[config.mk]
export PLATFORM = sky130hd
export DESIGN_NAME = q4_block_dequant_dot_product_unit
export DESIGN_NICKNAME = d
export VERILOG_FILES = /design/src/design/q4dq_pkg.sv /design/src/design/q4_block_dequant_dot_product_unit.sv /design/src/design/q4dq_fmul.sv /design/src/design/q4dq_fadd.sv /design/src/design/q4dq_datapath.sv /design/src/design/q4dq_ctrl.sv
export SDC_FILE = /design/constraint.sdc
export NUM_CORES = 2
export LEC_CHECK = 0
export ABC_AREA = 1
export BUFFER_PORTS_ARGS = -buffer_cell sky130_fd_sc_hd__buf_2
export CORE_UTILIZATION = 45
export CTS_CLUSTER_SIZE = 16
export DETAILED_ROUTE_END_ITERATION = 16
export GPL_ROUTABILITY_DRIVEN = 0
export PLACE_DENSITY = 0.66
export SYNTH_ARGS = -nofsm -noshare
export SYNTH_HDL_FRONTEND = slang
export SYNTH_SLANG_ARGS = --single-unit
[constraint.sdc]
create_clock -name clock -period 37.6 [get_ports clock]
set_input_delay 3.76 -clock clock [delete_from_list [all_inputs] [get_ports clock]]
set_output_delay 3.76 -clock clock [all_outputs]
set_load 0.02 [all_outputs]
[src/design/q4dq_pkg.sv]
`default_nettype none
// ----------------------------------------------------------------------------
// q4dq_pkg
// Shared types, codes and float helpers for the q4 dequant dot product unit.
// ----------------------------------------------------------------------------
package q4dq_pkg;

   // controller states
   typedef enum logic [2:0] {
      ST_IDLE,
      ST_WEIGHT,
      ST_WEIGHT_RND,
      ST_PROD,
      ST_PROD_RND,
      ST_ADD,
      ST_SUM,
      ST_OUT
   } state_type;

   // datapath operations
   typedef enum logic [1:0] {
      OP_NONE,
      OP_LOAD,
      OP_MUL,
      OP_ADD
   } op_type;

   // controller to datapath commands
   typedef struct packed {
      op_type op;
      logic   mul_sel;    // 0: scale times diff, 1: weight times activation
      logic   clear_sum;
      logic   load_out;
   } cmd_type;

   localparam logic [31:0] QNAN = 32'h7FC00000;

   // binary16 to binary32, exact
   function automatic logic [31:0] half_to_single(input logic [15:0] h);
      logic [4:0]  e;
      logic [9:0]  m;
      logic [7:0]  e32;
      logic [9:0]  mn;
      logic [3:0]  lz;
      logic [31:0] r;
      e = h[14:10];
      m = h[9:0];
      lz = 4'd0;
      for (int i = 0; i < 10; i++) begin
         if (m[i]) lz = 4'(9 - i);
      end
      mn = m << (lz + 4'd1);
      e32 = 8'd113 - 8'(lz) - 8'd1;
      if (e == 5'd0) begin
         if (m == 10'd0) r = {h[15], 31'd0};
         else r = {h[15], e32, mn, 13'd0};
      end else if (e == 5'd31) begin
         r = {h[15], 8'hFF, m, 13'd0};
      end else begin
         r = {h[15], 8'(e) + 8'd112, m, 13'd0};
      end
      return r;
   endfunction

   // small signed integer (-15..15) to binary32, exact
   function automatic logic [31:0] int5_to_single(input logic signed [4:0] d);
      logic [3:0]  a;
      logic [1:0]  p;
      logic [22:0] f;
      logic [31:0] r;
      a = d[4] ? 4'(-d) : d[3:0];
      p = 2'd0;
      for (int i = 0; i < 4; i++) begin
         if (a[i]) p = 2'(i);
      end
      f = 23'({a, 19'd0} << (4'd4 - 4'(p)));
      r = (a == 4'd0) ? 32'd0 : {d[4], 8'd127 + 8'(p), f};
      return r;
   endfunction

endpackage : q4dq_pkg
`default_nettype wire

[src/design/q4_block_dequant_dot_product_unit.sv]
`default_nettype none
// ----------------------------------------------------------------------------
// q4_block_dequant_dot_product_unit
// Dequantizes 4-bit weights, multiplies by activations, accumulates a sum.
// ----------------------------------------------------------------------------
// channel  dir  fields
// req      in   tdata: weight_nibble, block_scale, activation; tlast
// rsp      out  tdata: dot_product
// csr      in   zero_point
//
// An element steps through: input transfer, scale multiply and its rounding
// stage, product multiply and its rounding stage, adder, then the sum update.
// A last element adds an output state, which waits while a previous result
// is untaken; rsp_tvalid rises the cycle after it.
// The result register holds while rsp_tready is low.
// Reset clears the sum to +0 and the zero point to 8.
// ----------------------------------------------------------------------------
module q4_block_dequant_dot_product_unit
   import q4dq_pkg::*;
(
   input  wire logic        clock,
   input  wire logic        reset,
   input  wire logic        req_tvalid,
   output logic             req_tready,
   input  wire logic [55:0] req_tdata,   // weight_nibble, block_scale, activation, pad
   input  wire logic        req_tlast,
   output logic             rsp_tvalid,
   input  wire logic        rsp_tready,
   output logic      [31:0] rsp_tdata,   // dot_product
   input  wire logic        csr_valid,
   output logic             csr_ready,
   input  wire logic [3:0]  csr_data
);

   logic [3:0] zp_ff;
   cmd_type    cmd;

   // zero point register
   always_ff @(posedge clock) begin
      if (reset) zp_ff <= 4'd8;
      else if (csr_valid) zp_ff <= csr_data;
   end
   assign csr_ready = 1'b1;

   q4dq_ctrl u_ctrl (
      .clock(clock), .reset(reset),
      .in_valid(req_tvalid), .in_last(req_tlast), .in_ready(req_tready),
      .out_valid(rsp_tvalid), .out_ready(rsp_tready), .cmd(cmd)
   );

   q4dq_datapath u_dp (
      .clock(clock), .reset(reset), .cmd(cmd), .zero_point(zp_ff),
      .weight_nibble(req_tdata[3:0]), .block_scale(req_tdata[19:4]),
      .activation(req_tdata[51:20]), .dot_product(rsp_tdata)
   );

   logic unused_pad;
   assign unused_pad = ^req_tdata[55:52];

   // no new result while one is pending
   a_no_overwrite: assert property (@(posedge clock) disable iff (reset)
      rsp_tvalid && !rsp_tready |=> rsp_tvalid) else $error("result dropped");
   // input not taken on back to back cycles
   a_spacing: assert property (@(posedge clock) disable iff (reset)
      req_tvalid && req_tready |=> !req_tready) else $error("input too fast");
   // result data holds while stalled
   a_hold: assert property (@(posedge clock) disable iff (reset)
      rsp_tvalid && !rsp_tready |=> $stable(rsp_tdata)) else $error("data moved");

endmodule : q4_block_dequant_dot_product_unit
`default_nettype wire

[src/design/q4dq_fmul.sv]
`default_nettype none
// ----------------------------------------------------------------------------
// q4dq_fmul
// Registered binary32 multiplier, round to nearest even.
// ----------------------------------------------------------------------------
module q4dq_fmul
   import q4dq_pkg::*;
(
   input  wire logic        clock,
   input  wire logic [31:0] a,
   input  wire logic [31:0] b,
   output logic      [31:0] y
);

   logic [31:0] y_ff, y_in;
   logic [47:0] prod_ff;
   logic        sgn_ff, nan_ff, inf_ff, zero_ff;
   logic signed [10:0] exp_ff;

   // stage one: unpack, multiply significands
   logic [7:0]  ea, eb;
   logic [23:0] ma, mb;
   logic [4:0]  la, lb;
   always_comb begin
      ea = a[30:23];
      eb = b[30:23];
      ma = {ea != 8'd0, a[22:0]};
      mb = {eb != 8'd0, b[22:0]};
   end

   // leading zeros of subnormal significands
   always_comb begin
      la = 5'd0;
      lb = 5'd0;
      for (int i = 0; i < 24; i++) begin
         if (ma[i]) la = 5'(23 - i);
         if (mb[i]) lb = 5'(23 - i);
      end
   end

   always_ff @(posedge clock) begin
      prod_ff <= (ma << la) * (mb << lb);
      sgn_ff  <= a[31] ^ b[31];
      exp_ff  <= 11'(ea == 8'd0 ? 11'sd1 : $signed({3'd0, ea}))
               + 11'(eb == 8'd0 ? 11'sd1 : $signed({3'd0, eb}))
               - 11'sd127 - $signed({6'd0, la}) - $signed({6'd0, lb});
      nan_ff  <= (ea == 8'hFF && a[22:0] != 0) || (eb == 8'hFF && b[22:0] != 0)
               || (ea == 8'hFF && mb == 24'd0) || (eb == 8'hFF && ma == 24'd0);
      inf_ff  <= ea == 8'hFF || eb == 8'hFF;
      zero_ff <= ma == 24'd0 || mb == 24'd0;
   end

   // stage two: normalize, denormalize, round
   logic [47:0] pn;
   logic signed [10:0] en;
   logic [5:0]  sh;
   logic [49:0] sx;
   logic        sticky, g, lsb;
   logic [24:0] rm;
   logic [22:0] frac;
   logic [8:0]  ef;
   always_comb begin
      if (prod_ff[47]) begin
         pn = prod_ff;
         en = exp_ff + 11'sd1;
      end else begin
         pn = prod_ff << 1;
         en = exp_ff;
      end
      // pn[47] is the leading one at exponent en
      if (en < 11'sd1) sh = (en < -11'sd30) ? 6'd31 : 6'(11'sd1 - en);
      else sh = 6'd0;
      sx = {pn, 2'b00} >> sh;
      // sx[49:26] is the kept significand, sx[25] the guard bit
      sticky = |({pn, 2'b00} & ~({50{1'b1}} << sh)) || (|sx[24:0]);
      g = sx[25];
      lsb = sx[26];
      rm = {1'b0, sx[49:26]} + 25'(g & (sticky | lsb));
      if (en < 11'sd1) ef = {8'd0, rm[23]};
      else ef = 9'(en) + 9'(rm[24]);
      frac = rm[24] ? rm[23:1] : rm[22:0];
      if (nan_ff) y_in = QNAN;
      else if (inf_ff) y_in = {sgn_ff, 8'hFF, 23'd0};
      else if (zero_ff) y_in = {sgn_ff, 31'd0};
      else if (en > 11'sd254 || ef >= 9'd255) y_in = {sgn_ff, 8'hFF, 23'd0};
      else y_in = {sgn_ff, ef[7:0], frac};
   end

   always_ff @(posedge clock) begin
      y_ff <= y_in;
   end

   assign y = y_ff;

endmodule : q4dq_fmul
`default_nettype wire

[src/design/q4dq_fadd.sv]
`default_nettype none
// ----------------------------------------------------------------------------
// q4dq_fadd
// Registered binary32 adder, round to nearest even.
// ----------------------------------------------------------------------------
module q4dq_fadd
   import q4dq_pkg::*;
(
   input  wire logic        clock,
   input  wire logic [31:0] a,
   input  wire logic [31:0] b,
   output logic      [31:0] y
);

   logic [31:0] y_ff, y_in;
   logic [31:0] big, sml;
   logic [7:0]  eb, es, ebe, ese;
   logic [7:0]  d;
   logic [27:0] mb, ms, msh;
   logic        st;
   logic [28:0] sum;
   logic [4:0]  lz;
   logic [28:0] nrm;
   logic signed [9:0] en;
   logic [27:0] fx;
   logic        g, stk, lsb;
   logic [24:0] rm;
   logic [8:0]  ef;
   logic        sub;

   always_comb begin
      // order operands by magnitude
      if (a[30:0] >= b[30:0]) begin
         big = a;
         sml = b;
      end else begin
         big = b;
         sml = a;
      end
      eb = big[30:23];
      es = sml[30:23];
      ebe = (eb == 8'd0) ? 8'd1 : eb;
      ese = (es == 8'd0) ? 8'd1 : es;
      mb = {1'b0, eb != 8'd0, big[22:0], 3'd0};
      ms = {1'b0, es != 8'd0, sml[22:0], 3'd0};
      d = ebe - ese;
      sub = big[31] ^ sml[31];
      // align with sticky
      msh = (d > 8'd27) ? 28'd0 : ms >> d;
      st = (d > 8'd27) ? (ms != 0) : |(ms & ~(28'hFFFFFFF << d));
      msh[0] = msh[0] | st;
      sum = sub ? {1'b0, mb} - {1'b0, msh} : {1'b0, mb} + {1'b0, msh};
      // leading one search
      lz = 5'd28;
      for (int i = 0; i < 29; i++) begin
         if (sum[i]) lz = 5'(28 - i);
      end
      // sum[26] is the hidden bit at exponent ebe; a carry lands in sum[27]
      en = $signed({2'd0, ebe}) + 10'sd2 - $signed({5'd0, lz});
      if (en < 10'sd1) begin
         // subnormal: shift so the point sits at the minimum exponent
         nrm = sum << (ebe[4:0] + 5'd1);
         en = 10'sd0;
      end else begin
         // nrm[28] is the leading bit for normal results
         nrm = sum << lz;
      end
      fx = nrm[27:0];
      lsb = nrm[5];
      g = nrm[4];
      stk = |nrm[3:0];
      rm = {1'b0, nrm[28:5]} + 25'(g & (stk | lsb));
      if (en == 10'sd0) ef = {8'd0, rm[23]};
      else ef = 9'(en) + 9'(rm[24]);
      if (es == 8'hFF || eb == 8'hFF) begin
         if ((eb == 8'hFF && big[22:0] != 0) || (es == 8'hFF && sml[22:0] != 0)
             || (es == 8'hFF && sub)) y_in = QNAN;
         else y_in = big;
      end else if (sum == 29'd0) begin
         y_in = {big[31] & sml[31], 31'd0};
      end else if (ef >= 9'd255) begin
         y_in = {big[31], 8'hFF, 23'd0};
      end else begin
         y_in = {big[31], ef[7:0], rm[24] ? rm[23:1] : rm[22:0]};
      end
   end

   always_ff @(posedge clock) begin
      y_ff <= y_in;
   end

   assign y = y_ff;

   logic unused_fx;
   assign unused_fx = ^fx;

endmodule : q4dq_fadd
`default_nettype wire

[src/design/q4dq_datapath.sv]
`default_nettype none
// ----------------------------------------------------------------------------
// q4dq_datapath
// Operand registers, shared multiplier, adder and running sum.
// ----------------------------------------------------------------------------
module q4dq_datapath
   import q4dq_pkg::*;
(
   input  wire logic        clock,
   input  wire logic        reset,
   input  wire cmd_type     cmd,
   input  wire logic [3:0]  zero_point,
   input  wire logic [3:0]  weight_nibble,
   input  wire logic [15:0] block_scale,
   input  wire logic [31:0] activation,
   output logic      [31:0] dot_product
);

   logic [31:0] scale_ff, diff_ff, act_ff, sum_ff, sum_in, out_ff;
   logic [31:0] mul_a, mul_b, mul_y, add_y;

   // capture operands on input transfer, result from the settled sum
   always_ff @(posedge clock) begin
      if (cmd.op == OP_LOAD) begin
         scale_ff <= half_to_single(block_scale);
         diff_ff  <= int5_to_single(5'({1'b0, weight_nibble}) - 5'({1'b0, zero_point}));
         act_ff   <= activation;
      end
      if (cmd.load_out) out_ff <= (sum_ff[30:23] == 8'hFF && sum_ff[22:0] != 0)
                                  ? QNAN : sum_ff;
   end

   assign mul_a = cmd.mul_sel ? mul_y : scale_ff;
   assign mul_b = cmd.mul_sel ? act_ff : diff_ff;

   q4dq_fmul u_fmul (.clock(clock), .a(mul_a), .b(mul_b), .y(mul_y));
   q4dq_fadd u_fadd (.clock(clock), .a(sum_ff), .b(mul_y), .y(add_y));

   // running sum
   always_comb begin
      sum_in = sum_ff;
      if (cmd.op == OP_ADD) sum_in = add_y;
      if (cmd.clear_sum) sum_in = 32'd0;
   end

   always_ff @(posedge clock) begin
      if (reset) sum_ff <= 32'd0;
      else sum_ff <= sum_in;
   end

   assign dot_product = out_ff;

endmodule : q4dq_datapath
`default_nettype wire

[src/design/q4dq_ctrl.sv]
`default_nettype none
// ----------------------------------------------------------------------------
// q4dq_ctrl
// Sequencer for one element: load, two multiplies, add, optional output.
// ----------------------------------------------------------------------------
module q4dq_ctrl
   import q4dq_pkg::*;
(
   input  wire logic clock,
   input  wire logic reset,
   input  wire logic in_valid,
   input  wire logic in_last,
   output logic      in_ready,
   output logic      out_valid,
   input  wire logic out_ready,
   output cmd_type   cmd
);

   state_type state_ff, state_in;
   logic      last_ff, last_in, ov_ff, ov_in;

   // state and flags
   always_ff @(posedge clock) begin
      if (reset) begin
         state_ff <= ST_IDLE;
         ov_ff    <= 1'b0;
      end else begin
         state_ff <= state_in;
         ov_ff    <= ov_in;
      end
      last_ff <= last_in;
   end

   // next state and commands
   always_comb begin
      state_in = state_ff;
      last_in  = last_ff;
      ov_in    = ov_ff & ~out_ready;
      in_ready = 1'b0;
      cmd      = '{op: OP_NONE, mul_sel: 1'b0, clear_sum: 1'b0, load_out: 1'b0};
      unique case (state_ff)
         ST_IDLE: begin
            in_ready = 1'b1;
            if (in_valid) begin
               cmd.op   = OP_LOAD;
               last_in  = in_last;
               state_in = ST_WEIGHT;
            end
         end
         // scale times difference, then its rounding stage
         ST_WEIGHT: begin
            cmd.op   = OP_MUL;
            state_in = ST_WEIGHT_RND;
         end
         ST_WEIGHT_RND: begin
            cmd.op   = OP_MUL;
            state_in = ST_PROD;
         end
         // weight times activation, then its rounding stage
         ST_PROD: begin
            cmd.op      = OP_MUL;
            cmd.mul_sel = 1'b1;
            state_in    = ST_PROD_RND;
         end
         ST_PROD_RND: begin
            cmd.op      = OP_MUL;
            cmd.mul_sel = 1'b1;
            state_in    = ST_ADD;
         end
         // adder takes the running sum and the product
         ST_ADD: begin
            state_in = ST_SUM;
         end
         ST_SUM: begin
            cmd.op   = OP_ADD;
            state_in = last_ff ? ST_OUT : ST_IDLE;
         end
         // wait for the result register to be free
         ST_OUT: begin
            if (!ov_ff || out_ready) begin
               cmd.load_out  = 1'b1;
               cmd.clear_sum = 1'b1;
               ov_in         = 1'b1;
               state_in      = ST_IDLE;
            end
         end
         default: state_in = ST_IDLE;
      endcase
   end

   assign out_valid = ov_ff;

endmodule : q4dq_ctrl
`default_nettype wire

==> run summary <==
outcome - completed
CTS tree - yes
Fin. Hold Viols - 0
Final Util - 0.4943
global-route wire length before repair - 264.9 mm
#FFs+latches synth - 259
Cells after Synth - 7,755
Netlist cell types - 73
Row Count - 131
Clk Latency, worst-skew pair - 0.57 ns
setup TNS - 0 ns
initial cell density of the core - 0.4540
Post-CTS Setup Bufs - 0
CP bufs+invs - 15
reg-to-reg critical path startpoint - u_dp.u_fmul.y[6]$_SDFF_PP0_
top_reg_cell synth - dfxtp_1
EDFF count, synth - 92
root buffer cell - clkbuf_16
area of the multi-input gates - 46,240 sq um
Setup Viol. Count Final - 0
Top Family by Delay on Critical Path - simple AND/OR/NAND/NOR gates
hold crit path type - flip-flop to flip-flop
die extent in y - 360.9 um
Post-DRT Antenna Nets - 0
pin count of the biggest net entering global routing - 98
slowest cell on the critical path - o21ai_0
ys async rst share - 0
RSZ-0062 raised after global routing - false
share of layout cells above drive strength 1 - 0.04833
DRC errors left - 0
hold path startpoint - u_dp.u_fmul.sgn_ff$_DFF_P_
average routed wire per standard cell - 16.51 um
sequential area share after synthesis - 0.1053
worst r2r path cells - 103
vias in the first global route - 50,310
clock buffer depth - 3
Setup Skew - 0.03024 ns
worst path required time - 38.01 ns
Least-Margin Pin Slew - 1.225 ns
Synth Warn # - 0
reg-to-reg setup timing slack - 17.24 ns
CP max stage delay - 0.80 ns
Die X-Extent - 360.9 um
critical path class - flip-flop to flip-flop
hold buffer count at CTS - 0
Ports - 101
register area - 6107 sq um
Post-Route WL - 164.2 mm
TritonCTS Sinks - 259
commonest non-fill, non-tap cell in the layout - nand2_1
period utilization - 0.5414
Post-Syn Area - 57,970 sq um
Max-Cap Viols - 0
Critical R2R Capture - u_dp.u_fadd.y[3]$_DFF_P_
via-per-instance ratio - 5.093
antenna violations before repair - 13
first-pass iteration count of the detailed router - 6
relative slew slack - 0.1800
FMAX - 49.12 MHz
hold path depth - 2
Endpoint, Worst Hold - u_dp.u_fmul.y[31]$_SDFF_PP0_
Vias - 50,680
highest fanout seen on the critical path - 97
clock slew at reported path FFs - 0.06 ns
fillers - 12,700
Die ar. - 130,300 sq um
CTS H-Tree Depth - 2
Port Buf Inserts - 95
area grow syn2layout - 8.875%
crit-path most repeated cell - nand2_1
Worst EP arrival - 20.77 ns
grt ovf - 0
commonest cells after routing, fill and taps aside - nand2_1 (1,727), inv_1 (1,691), fa_1 (1,003)
Layout Nets - 9,667
Startpoint Class - flip-flop
CP Capture Type - flip-flop
gr usage total - 0.2559
Synth Area per Inst - 7.475 sq um
Slew Viols, Final - 0
fin crit period - 20.36 ns
Iter 0 DRT Violations - 4,265
Post-CTS Resized - 0
DP Wirelength - 136.4 mm
core area - 127,700 sq um
CTS Buf Count - 36
[sequential cells by signal (all words and copies together) (netlist names), 3 cells and up]
signal,count
u_dp.u_fadd.y,32
u_dp.diff_ff,9
u_dp.u_fmul.exp_ff,11
u_dp.scale_ff,18
u_dp.sum_ff,32
u_dp.u_fmul.prod_ff,48
u_dp.act_ff,32
u_dp.dot_product,32
u_ctrl.state_ff,3
zp_ff,4
u_dp.u_fmul.y,32
[worst reg2reg max path, delay by kind of cell, from the launching register on]
kind            cells  cell delay, ns
simple gates       61            9.99
compound gates     15            3.91
fa+ha+maj           9            2.94
buf+inv            15            2.27
xor+xnor            3            0.79
flops               1            0.29
[logic make-up (layout without fill, tap and decap cells)]
logic type / after synthesis / in the layout / share of synthesized area
adder cells (fa/ha/maj): 1352 / 1352 / 0.4217
flip-flops: 259 / 259 / 0.1053
multiplexers: 37 / 37 / 0.006389
other: 2 / 565 / 0.0001296
AND/OR/NAND/NOR: 3095 / 3095 / 0.2256
AO/OA/AOI/OAI: 830 / 830 / 0.08019
XOR/XNOR: 180 / 180 / 0.02746
buffers and inverters: 2000 / 1970 / 0.1332
[worst max path at each step]
stage | cells after the start | slack [ns] | start | to
after floorplan | 110 | 22.56 | u_dp.u_fmul.y[30]$_SDFF_PP1_ | u_dp.u_fadd.y[3]$_DFF_P_
after global placement | 103 | 18.16 | u_dp.u_fmul.y[6]$_SDFF_PP0_ | u_dp.u_fadd.y[3]$_DFF_P_
after detailed placement | 105 | 17.83 | u_dp.u_fmul.y[6]$_SDFF_PP0_ | u_dp.u_fadd.y[3]$_DFF_P_
after CTS | 105 | 17.77 | u_dp.u_fmul.y[6]$_SDFF_PP0_ | u_dp.u_fadd.y[3]$_DFF_P_
after global routing | 103 | 15.61 | u_dp.u_fmul.y[6]$_SDFF_PP0_ | u_dp.u_fadd.y[3]$_DFF_P_
final | 103 | 17.24 | u_dp.u_fmul.y[6]$_SDFF_PP0_ | u_dp.u_fadd.y[3]$_DFF_P_
[stage by stage]
| stage | worst slack, ns | cells | hold WS [ns] | cell area [sq um] |
|---|---|---|---|---|
| 5_1_grt | 15.61 | 9949 | 0.4291 | 63110 |
| 4_1_cts | 17.77 | 9938 | 0.4014 | 63080 |
| 2_1_floorplan | 22.56 | 8306 | 0.3883 | 60040 |
| 3_3_place_gp | 18.16 | 9873 | 0.3971 | 61970 |
| 6_report | 17.24 | 9950 | 0.3985 | 63110 |
| 3_5_place_dp | 17.83 | 9873 | 0.4014 | 61970 |
[layer usage]
metal  GRT usage  part of all wire  wire length, um
met5           0          0.000079               13
met3     0.03349             0.081            13280
met4     0.09095             0.035             5785
met2      0.4140              0.46            74780
met1      0.3514              0.43            70360
[synth_stat cells, types with 6 or more instances]
cell type	count	area share
o2111ai_1	6	0.00091
fa_1	1003	0.35
inv_1	1691	0.11
xor2_1	120	0.018
clkinv_1	29	0.0019
nand2_1	1729	0.11
or2_1	7	0.00076
a21o_1	6	0.00078
mux2i_1	37	0.0064
edfxtp_1	92	0.048
o21ai_2	9	0.0014
ha_1	349	0.075
a21oi_1	235	0.020
nand3_1	442	0.038
nor2_2	13	0.0014
buf_4	12	0.0016
a211oi_1	8	0.0010
buf_2	35	0.0030
o21a_1	15	0.0019
nor2_1	612	0.040
o211ai_1	25	0.0032
and2_1	18	0.0019
o21ai_1	38	0.0033
a31oi_1	32	0.0035
o21ai_0	382	0.033
nor3_1	44	0.0038
xnor2_1	58	0.0088
nand3b_1	6	0.00078
inv_2	16	0.0010
o21bai_1	14	0.0018
buf_1	22	0.0014
nand2_2	29	0.0031
o31ai_1	16	0.0021
clkbuf_1	179	0.012
nor4_1	30	0.0032
buf_6	15	0.0029
nand3_2	21	0.0036
or2_2	52	0.0056
a21oi_2	6	0.00091
nand4_1	62	0.0067
dfxtp_1	167	0.058
[cell type report]
type / count / area share
inverters: 1736 / 0.1032
multi-input cells: 6047 / 0.7326
clock buffers: 46 / 0.01493
flip-flops and latches: 259 / 0.09676
clock inverters: 19 / 0.002657
repair buffers: 169 / 0.01634
well taps: 1662 / 0.03295
diodes: 12 / 0.0004758
Power is not shown: default switching activity piles up to over one toggle a cycle in this logic, so the estimate is an artifact.
